## src/hdl/swq_pkg.sv

```systemverilog
// swq_pkg: shared constants and types of the sleep/wake-up timer queue.
// No dependencies; imported by the queue top, its checker and the testbench.
package swq_pkg;

    // Queue depth and the widths that follow from it
    localparam int QUEUE_ENTRIES = 16;
    localparam int IDX_W = (QUEUE_ENTRIES > 1) ? $clog2(QUEUE_ENTRIES) : 1;
    localparam int CNT_W = $clog2(QUEUE_ENTRIES + 1);

    // Payload field widths
    localparam int ID_W   = 8;
    localparam int TICK_W = 63;
    localparam int SLOT_W = ID_W + TICK_W;
    localparam int DATA_W = ((ID_W + TICK_W + 7) / 8) * 8;

    // Largest wake tick, also the "queue empty" marker
    localparam logic [TICK_W-1:0] TICK_ONES  = {TICK_W{1'b1}};
    localparam logic [CNT_W-1:0]  QUEUE_FULL = CNT_W'(QUEUE_ENTRIES);
    localparam logic [CNT_W-1:0]  CNT_ONE    = CNT_W'(1);

    // Function codes on the input tuser
    localparam logic FUNC_SLEEP = 1'b0;
    localparam logic FUNC_TICK  = 1'b1;

    typedef logic [TICK_W-1:0] tick_t;
    typedef logic [ID_W-1:0]   id_t;
    typedef logic [CNT_W-1:0]  cnt_t;
    typedef logic [IDX_W-1:0]  idx_t;

    // One queue slot as stored in the slot memory
    typedef struct packed {
        id_t   id;
        tick_t tick;
    } slot_t;

    typedef enum logic [1:0] {
        ST_IDLE,
        ST_SCAN,
        ST_EMIT_RD,
        ST_EMIT_WAIT
    } state_t;

endpackage

```

## src/hdl/swq_ram.sv

```systemverilog
// swq_ram: simple dual-port synchronous RAM, one write and one registered read port.
// Generic; used for the slot store and the woken-id buffer.
module swq_ram #(
    parameter int WIDTH = 8,
    parameter int DEPTH = 16,
    parameter int ADDR_W = (DEPTH > 1) ? $clog2(DEPTH) : 1
) (
    input  logic              aclk,
    input  logic              we,
    input  logic [ADDR_W-1:0] waddr,
    input  logic [WIDTH-1:0]  wdata,
    input  logic              re,
    input  logic [ADDR_W-1:0] raddr,
    output logic [WIDTH-1:0]  rdata
);

    logic [WIDTH-1:0] mem [DEPTH];
    logic [WIDTH-1:0] rdata_reg;

    // Write port
    always_ff @(posedge aclk) begin
        if (we) begin
            mem[waddr] <= wdata;
        end
    end

    // Read port, registered: data valid in the cycle after re, held until the next read
    always_ff @(posedge aclk) begin
        if (re) begin
            rdata_reg <= mem[raddr];
        end
    end

    assign rdata = rdata_reg;

endmodule

```

## src/hdl/sleep_wakeup_timer_queue.sv

```systemverilog
// Sleep/wake-up timer queue. A sleep transaction (tuser = 0) appends an entry id with its
// wake tick and answers with one registered result, or flags full_error when all
// QUEUE_ENTRIES slots are taken. A tick transaction (tuser = 1) carries the current time:
// the slot memory is scanned once, one entry per cycle through its single read port;
// expired entries go to a woken buffer in insertion order, survivors are compacted in
// place and the earliest pending wake tick is recomputed (all ones when empty). Each
// woken result is then read from the buffer and loaded into the output register, which
// waits while the output stalls; one plain result leaves when nothing expired. Every
// result carries next_wake as it stands after the item; tlast marks the item's final
// result. Items are handled one at a time; no memory clearing is needed after reset.
// Depends on swq_pkg and swq_ram.
module sleep_wakeup_timer_queue
    import swq_pkg::*;
(
    input  logic              aclk,
    input  logic              aresetn,
    input  logic              s_tvalid,
    output logic              s_tready,
    input  logic [DATA_W-1:0] s_tdata,   // entry_id[7:0], tick_value[70:8], zero pad
    input  logic              s_tuser,   // func
    output logic              m_tvalid,
    input  logic              m_tready,
    output logic [DATA_W-1:0] m_tdata,   // woken_id[7:0], next_wake[70:8], zero pad
    output logic [1:0]        m_tuser,   // woken_valid, full_error
    output logic              m_tlast
);

    state_t state_reg, state_next;
    cnt_t   count_reg, count_next;
    tick_t  earliest_reg, earliest_next;
    tick_t  now_reg, now_next;
    cnt_t   rd_idx_reg, rd_idx_next;
    logic   pend_reg, pend_next;
    cnt_t   keep_reg, keep_next;
    cnt_t   nw_reg, nw_next;
    tick_t  minw_reg, minw_next;
    cnt_t   emit_idx_reg, emit_idx_next;

    // Output register
    logic   m_valid_reg, m_valid_next;
    logic   out_woken_reg, out_woken_next;
    id_t    out_id_reg, out_id_next;
    tick_t  out_wake_reg, out_wake_next;
    logic   out_err_reg, out_err_next;
    logic   out_last_reg, out_last_next;

    // Memory ports
    logic   slot_we, slot_re;
    idx_t   slot_waddr, slot_raddr;
    slot_t  slot_wdata, slot_rdata;
    logic   wbuf_we, wbuf_re;
    idx_t   wbuf_waddr, wbuf_raddr;
    id_t    wbuf_wdata, wbuf_rdata;

    logic   out_free;
    logic   in_acc;
    id_t    in_id;
    tick_t  in_tick;
    tick_t  sleep_min;

    assign in_id   = s_tdata[ID_W-1:0];
    assign in_tick = s_tdata[ID_W+TICK_W-1:ID_W];

    assign out_free = !m_valid_reg || m_tready;
    assign s_tready = (state_reg == ST_IDLE) && out_free;
    assign in_acc   = s_tvalid && s_tready;
    assign sleep_min = (in_tick < earliest_reg) ? in_tick : earliest_reg;

    // Slot store: id and wake tick of each queued entry
    swq_ram #(
        .WIDTH (SLOT_W),
        .DEPTH (QUEUE_ENTRIES)
    ) u_slot_ram (
        .aclk  (aclk),
        .we    (slot_we),
        .waddr (slot_waddr),
        .wdata (slot_wdata),
        .re    (slot_re),
        .raddr (slot_raddr),
        .rdata (slot_rdata)
    );

    // Woken-id buffer, filled during a scan and drained afterwards
    swq_ram #(
        .WIDTH (ID_W),
        .DEPTH (QUEUE_ENTRIES)
    ) u_wbuf_ram (
        .aclk  (aclk),
        .we    (wbuf_we),
        .waddr (wbuf_waddr),
        .wdata (wbuf_wdata),
        .re    (wbuf_re),
        .raddr (wbuf_raddr),
        .rdata (wbuf_rdata)
    );

    // Next state
    always_comb begin
        state_next = state_reg;
        case (state_reg)
            ST_IDLE: begin
                if (in_acc && s_tuser == FUNC_TICK) begin
                    state_next = ST_SCAN;
                end
            end
            ST_SCAN: begin
                if (rd_idx_reg == count_reg && !pend_reg) begin
                    state_next = ST_EMIT_RD;
                end
            end
            ST_EMIT_RD: begin
                if (nw_reg == '0) begin
                    if (out_free) begin
                        state_next = ST_IDLE;
                    end
                end else begin
                    state_next = ST_EMIT_WAIT;
                end
            end
            ST_EMIT_WAIT: begin
                if (out_free) begin
                    if (emit_idx_reg + CNT_ONE == nw_reg) begin
                        state_next = ST_IDLE;
                    end else begin
                        state_next = ST_EMIT_RD;
                    end
                end
            end
            default: state_next = ST_IDLE;
        endcase
    end

    // Datapath, memory control and output loading
    always_comb begin
        count_next    = count_reg;
        earliest_next = earliest_reg;
        now_next      = now_reg;
        rd_idx_next   = rd_idx_reg;
        pend_next     = pend_reg;
        keep_next     = keep_reg;
        nw_next       = nw_reg;
        minw_next     = minw_reg;
        emit_idx_next = emit_idx_reg;

        m_valid_next   = m_valid_reg && !m_tready;
        out_woken_next = out_woken_reg;
        out_id_next    = out_id_reg;
        out_wake_next  = out_wake_reg;
        out_err_next   = out_err_reg;
        out_last_next  = out_last_reg;

        slot_we    = 1'b0;
        slot_waddr = count_reg[IDX_W-1:0];
        slot_wdata = '{id: in_id, tick: in_tick};
        slot_re    = 1'b0;
        slot_raddr = rd_idx_reg[IDX_W-1:0];
        wbuf_we    = 1'b0;
        wbuf_waddr = nw_reg[IDX_W-1:0];
        wbuf_wdata = slot_rdata.id;
        wbuf_re    = 1'b0;
        wbuf_raddr = emit_idx_reg[IDX_W-1:0];

        case (state_reg)
            ST_IDLE: begin
                if (in_acc) begin
                    if (s_tuser == FUNC_SLEEP) begin
                        m_valid_next   = 1'b1;
                        out_woken_next = 1'b0;
                        out_id_next    = '0;
                        out_last_next  = 1'b1;
                        if (count_reg == QUEUE_FULL) begin
                            // rejected sleep leaves the queue alone
                            out_err_next  = 1'b1;
                            out_wake_next = earliest_reg;
                        end else begin
                            slot_we       = 1'b1;
                            count_next    = count_reg + CNT_ONE;
                            earliest_next = sleep_min;
                            out_err_next  = 1'b0;
                            out_wake_next = sleep_min;
                        end
                    end else begin
                        now_next      = in_tick;
                        rd_idx_next   = '0;
                        pend_next     = 1'b0;
                        keep_next     = '0;
                        nw_next       = '0;
                        minw_next     = TICK_ONES;
                        emit_idx_next = '0;
                    end
                end
            end
            ST_SCAN: begin
                // issue the next read
                if (rd_idx_reg != count_reg) begin
                    slot_re     = 1'b1;
                    rd_idx_next = rd_idx_reg + CNT_ONE;
                    pend_next   = 1'b1;
                end else begin
                    pend_next = 1'b0;
                end
                // classify the entry read last cycle; compaction writes trail the reads
                if (pend_reg) begin
                    if (slot_rdata.tick <= now_reg) begin
                        wbuf_we = 1'b1;
                        nw_next = nw_reg + CNT_ONE;
                    end else begin
                        slot_we    = 1'b1;
                        slot_waddr = keep_reg[IDX_W-1:0];
                        slot_wdata = slot_rdata;
                        keep_next  = keep_reg + CNT_ONE;
                        if (slot_rdata.tick < minw_reg) begin
                            minw_next = slot_rdata.tick;
                        end
                    end
                end
                // scan done: commit survivors and the new minimum
                if (rd_idx_reg == count_reg && !pend_reg) begin
                    count_next    = keep_reg;
                    earliest_next = minw_reg;
                end
            end
            ST_EMIT_RD: begin
                if (nw_reg == '0) begin
                    if (out_free) begin
                        m_valid_next   = 1'b1;
                        out_woken_next = 1'b0;
                        out_id_next    = '0;
                        out_wake_next  = earliest_reg;
                        out_err_next   = 1'b0;
                        out_last_next  = 1'b1;
                    end
                end else begin
                    wbuf_re = 1'b1;
                end
            end
            ST_EMIT_WAIT: begin
                if (out_free) begin
                    m_valid_next   = 1'b1;
                    out_woken_next = 1'b1;
                    out_id_next    = wbuf_rdata;
                    out_wake_next  = earliest_reg;
                    out_err_next   = 1'b0;
                    out_last_next  = (emit_idx_reg + CNT_ONE == nw_reg);
                    emit_idx_next  = emit_idx_reg + CNT_ONE;
                end
            end
            default: ;
        endcase
    end

    // Control registers
    always_ff @(posedge aclk) begin
        if (!aresetn) begin
            state_reg    <= ST_IDLE;
            count_reg    <= '0;
            earliest_reg <= TICK_ONES;
            m_valid_reg  <= 1'b0;
            pend_reg     <= 1'b0;
        end else begin
            state_reg    <= state_next;
            count_reg    <= count_next;
            earliest_reg <= earliest_next;
            m_valid_reg  <= m_valid_next;
            pend_reg     <= pend_next;
        end
    end

    // Scan working registers and output payload
    always_ff @(posedge aclk) begin
        now_reg       <= now_next;
        rd_idx_reg    <= rd_idx_next;
        keep_reg      <= keep_next;
        nw_reg        <= nw_next;
        minw_reg      <= minw_next;
        emit_idx_reg  <= emit_idx_next;
        out_woken_reg <= out_woken_next;
        out_id_reg    <= out_id_next;
        out_wake_reg  <= out_wake_next;
        out_err_reg   <= out_err_next;
        out_last_reg  <= out_last_next;
    end

    assign m_tvalid = m_valid_reg;
    assign m_tdata  = {{(DATA_W - ID_W - TICK_W){1'b0}}, out_wake_reg, out_id_reg};
    assign m_tuser  = {out_err_reg, out_woken_reg};
    assign m_tlast  = out_last_reg;

endmodule

```

## config.mk

```make
export PLATFORM = sky130hd
export DESIGN_NAME = sleep_wakeup_timer_queue
export DESIGN_NICKNAME = d
export VERILOG_FILES = /design/src/hdl/swq_pkg.sv /design/src/hdl/swq_ram.sv /design/src/hdl/sleep_wakeup_timer_queue.sv
export SDC_FILE = /design/constraint.sdc
export NUM_CORES = 2
export LEC_CHECK = 0
export BUFFER_PORTS_ARGS = -buffer_cell sky130_fd_sc_hd__buf_2
export CORE_MARGIN = 1.5
export CORE_UTILIZATION = 45
export CTS_CLUSTER_SIZE = 10
export DETAILED_ROUTE_END_ITERATION = 8
export PLACE_DENSITY = 0.58
export SYNTH_ARGS = -nofsm -noshare
export SYNTH_HDL_FRONTEND = slang
export SYNTH_SLANG_ARGS = --single-unit
```

## constraint.sdc

```tcl
create_clock -name aclk -period 11.7 [get_ports aclk]
set_input_delay 1.17 -clock aclk [delete_from_list [all_inputs] [get_ports aclk]]
set_output_delay 1.17 -clock aclk [all_outputs]
set_load 0.01 [all_outputs]
```

==> results.cfg <==
[status]
status = finished clean

[power]
ir_worst_vdd_v = 0.000266
pwr_density_cell_mw_per_mm2 = 230
leakage_nw = 26.0
power_mw = 17.5

[sta]
max_freq_mhz = 152
period_share_pct = 56.1
finalMaxSlewViolations = 0
tightestPinTransition_ns = 1.23
period_needed_ns = 6.57
holdWs_ns = 0.510
relSlewSlack_pct = 18.3
tns_ns = 0
hold_viol = 0
rsz0062_at_grt = no
skew_ns = 0.0737
setup_viol = 0

[die]
die_area_mm2 = 0.152
core_area_mm2 = 0.148
rows = 141
pin_count = 154
start_util_pct = 45.4
die_h_um = 390
die_x_um = 390

[route]
dr.first_iter.drc_count = 3203
post_drt_wl_per_cell_um = 28.3
vias = 33700
avgViaCountPerCell = 5.83
drc = 0
wl_mm = 164
postRouteAntennaNets = 0
dr.pass1.iters = 6

[placement]
gp_congestion = 0.770
dpl.hpwl_mm = 90.0
io_buffers = 151
postPlaceCellArea_mm2 = 0.0706

[clock_tree]
cts_tree = yes
clk_pin_slew_worst_paths_ns = 0.06
clk-insertion-delay-late_ns = 0.83
cts_root_buf = clkbuf_16
post_cts_resize_count = 0
cts_buffers = 186
post-cts-setup-buffers = 0
htree_levels = 4
postCtsHoldBufs = 0
cts_buffer_depth = 3
cts_sinks = 1635

[setup_path]
cp_common_cell = buf_4
endpoint_kind = register
path_class = reg -> reg
r2r_end = u_slot_ram.mem[5][31]$_DFFE_PP_
worstPathArrival_ns = 6.95
worst_ep_required_time_ns = 12.09
r2r_cells = 12
critPathMaxFanout = 41
worstReg2RegStart = u_slot_ram.rdata[38]$_DFFE_PP_
path_cells = ha_1 > nand4_1 > nor4_2 > nand4_1 > a21oi_1 > nor4b_2 > nor2_4 > buf_4 > nand2_1 > o22ai_4 > buf_4 > buf_4
r2r_slack_ns = 5.13
worstSetupStartpointType = register
critPathMaxStageDelay_ns = 0.81
critPathSlowestCell = buf_4

[cells_and_area]
largest_reg_flops = 1136
utilization_pct = 51.5
drive_above_1_share_pct = 25.6
finalNetCount = 3997
final_area_mm2 = 0.0762
areaGrowthSynthToFinish_pct = 13.2
final_common_cell = edfxtp_1
final_cell_mix = 1563 x edfxtp_1, 371 x mux4_2, 205 x inv_1

[global_routing]
globalRouteTotalUtil_pct = 21.7
grt_pass1_vias = 34400
antenna_found_initial = 12
grt_pass1_wl_mm = 237
grt_max_degree = 146
grt_overflow = 0

[synthesis]
synthFlopType = edfxtp_1
synth-edff-count = 1563
yosysWarnings = 0
synthesis.instances = 3483
ys_ff_latch = 1635
synth-async-reset-ratio_pct = 0
ys_seq_area_share_pct = 71.9
synth.avg_cell_area_um2 = 19.3
syn_area_mm2 = 0.0673
synth_area_leaders = edfxtp_1 70%, mux4_2 12%, ha_1 3.6%, dfxtp_1 2.1%, mux2_4 1.3%
yosysTopAreaCellShare_pct = 69.8
synthDistinctLibCells = 66
yosys.area.top_type = edfxtp_1
syn_nets = 3756

[worst_hold_path]
hold_path.class = reg -> reg
worstHoldEndpoint = earliest_reg[5]$_SDFFE_PN1P_
holdPathStages = 1
hp-start = earliest_reg[5]$_SDFFE_PN1P_

[run]
drv_cap = 0
## synthesized netlist by cell type (27+ instances only)
cell / number
edfxtp_1: 1563
mux4_2: 371
inv_1: 208
ha_1: 196
clkbuf_1: 109
o21ai_0: 105
a21oi_1: 85
mux2_2: 79
nand2_1: 75
dfxtp_1: 72
a221o_1: 65
nor2_1: 65
or3_1: 64
mux2_4: 60
nand4_1: 36
buf_1: 30
nand3_1: 30
mux2i_1: 27
## cell families (layout without fill, tap and decap cells)
| family | count (synthesis) | after routing | share of synthesized area [%] |
|---|---|---|---|
| AOI/OAI and AO/OA | 368 | 368 | 3.74 |
| xor gates and xnor gates | 22 | 22 | 0.286 |
| adders and majority gates | 196 | 196 | 3.65 |
| buffers and inverters | 374 | 743 | 2.21 |
| DFF | 1635 | 1635 | 71.9 |
| muxes | 537 | 537 | 15.5 |
| other | 1 | 4 | 0.00558 |
| and+or+nand+nor | 350 | 350 | 2.70 |
## worst max-delay path by stage
stage                                      endpoint                            from  slack [ns]
floorplan                 minw_reg[0]$_SDFFCE_PN1P_                        m_tready        1.56
finish              u_slot_ram.mem[5][31]$_DFFE_PP_  u_slot_ram.rdata[38]$_DFFE_PP_        5.13
global placement          out_wake_reg[0]$_DFFE_PP_                     s_tdata[30]        5.00
global route        u_slot_ram.mem[5][25]$_DFFE_PP_  u_slot_ram.rdata[38]$_DFFE_PP_        4.93
detailed placement        out_wake_reg[1]$_DFFE_PP_                     s_tdata[30]        4.96
CTS                 u_slot_ram.mem[5][32]$_DFFE_PP_  u_slot_ram.rdata[38]$_DFFE_PP_        5.05
## power breakdown
| part | internal (mW) | total, mW | switching, mW |
|---|---|---|---|
| sequential | 7.25 | 7.67 | 0.420 |
| clock | 3.06 | 5.36 | 2.30 |
| combinational | 1.93 | 4.49 | 2.56 |
| total | 12.2 | 17.5 | 5.28 |
## critical path: cells and delay by family, from the launching register on
family          cells  cell delay [ns]
fa+ha+maj           1             0.35
compound gates      2             0.97
simple gates        6             2.17
flops               1             0.49
buf+inv             3             2.10
## layout make-up
type,instances,area [um^2]
Clock inverter,18,385
Multi-Input combinational cell,1474,17700
Tap cell,1930,2410
Fill cell,11700,71800
Timing Repair Buffer,219,1320
Antenna cell,3,7.51
Clock buffer,298,5200
Sequential cell,1635,48400
Inverter,208,783
## metrics by stage
step / worst slack [ns] / instances
global route: 4.93 / 5784
finish: 5.13 / 5785
global placement: 5.00 / 5466
CTS: 5.05 / 5782
floorplan: 1.56 / 3483
detailed placement: 4.96 / 5466
## routing by layer
metal / wire length [um] / track usage (%) / vias to the layer above
met5: 12 / 0 / -
met2: 78800 / 34.6 / 1028
met3: 9970 / 4.11 / 226
li1: - / - / 14700
met1: 71600 / 30.8 / 17800
met4: 3320 / 5.40 / 2
No activity file was read; power rests on OpenSTA's default activity.
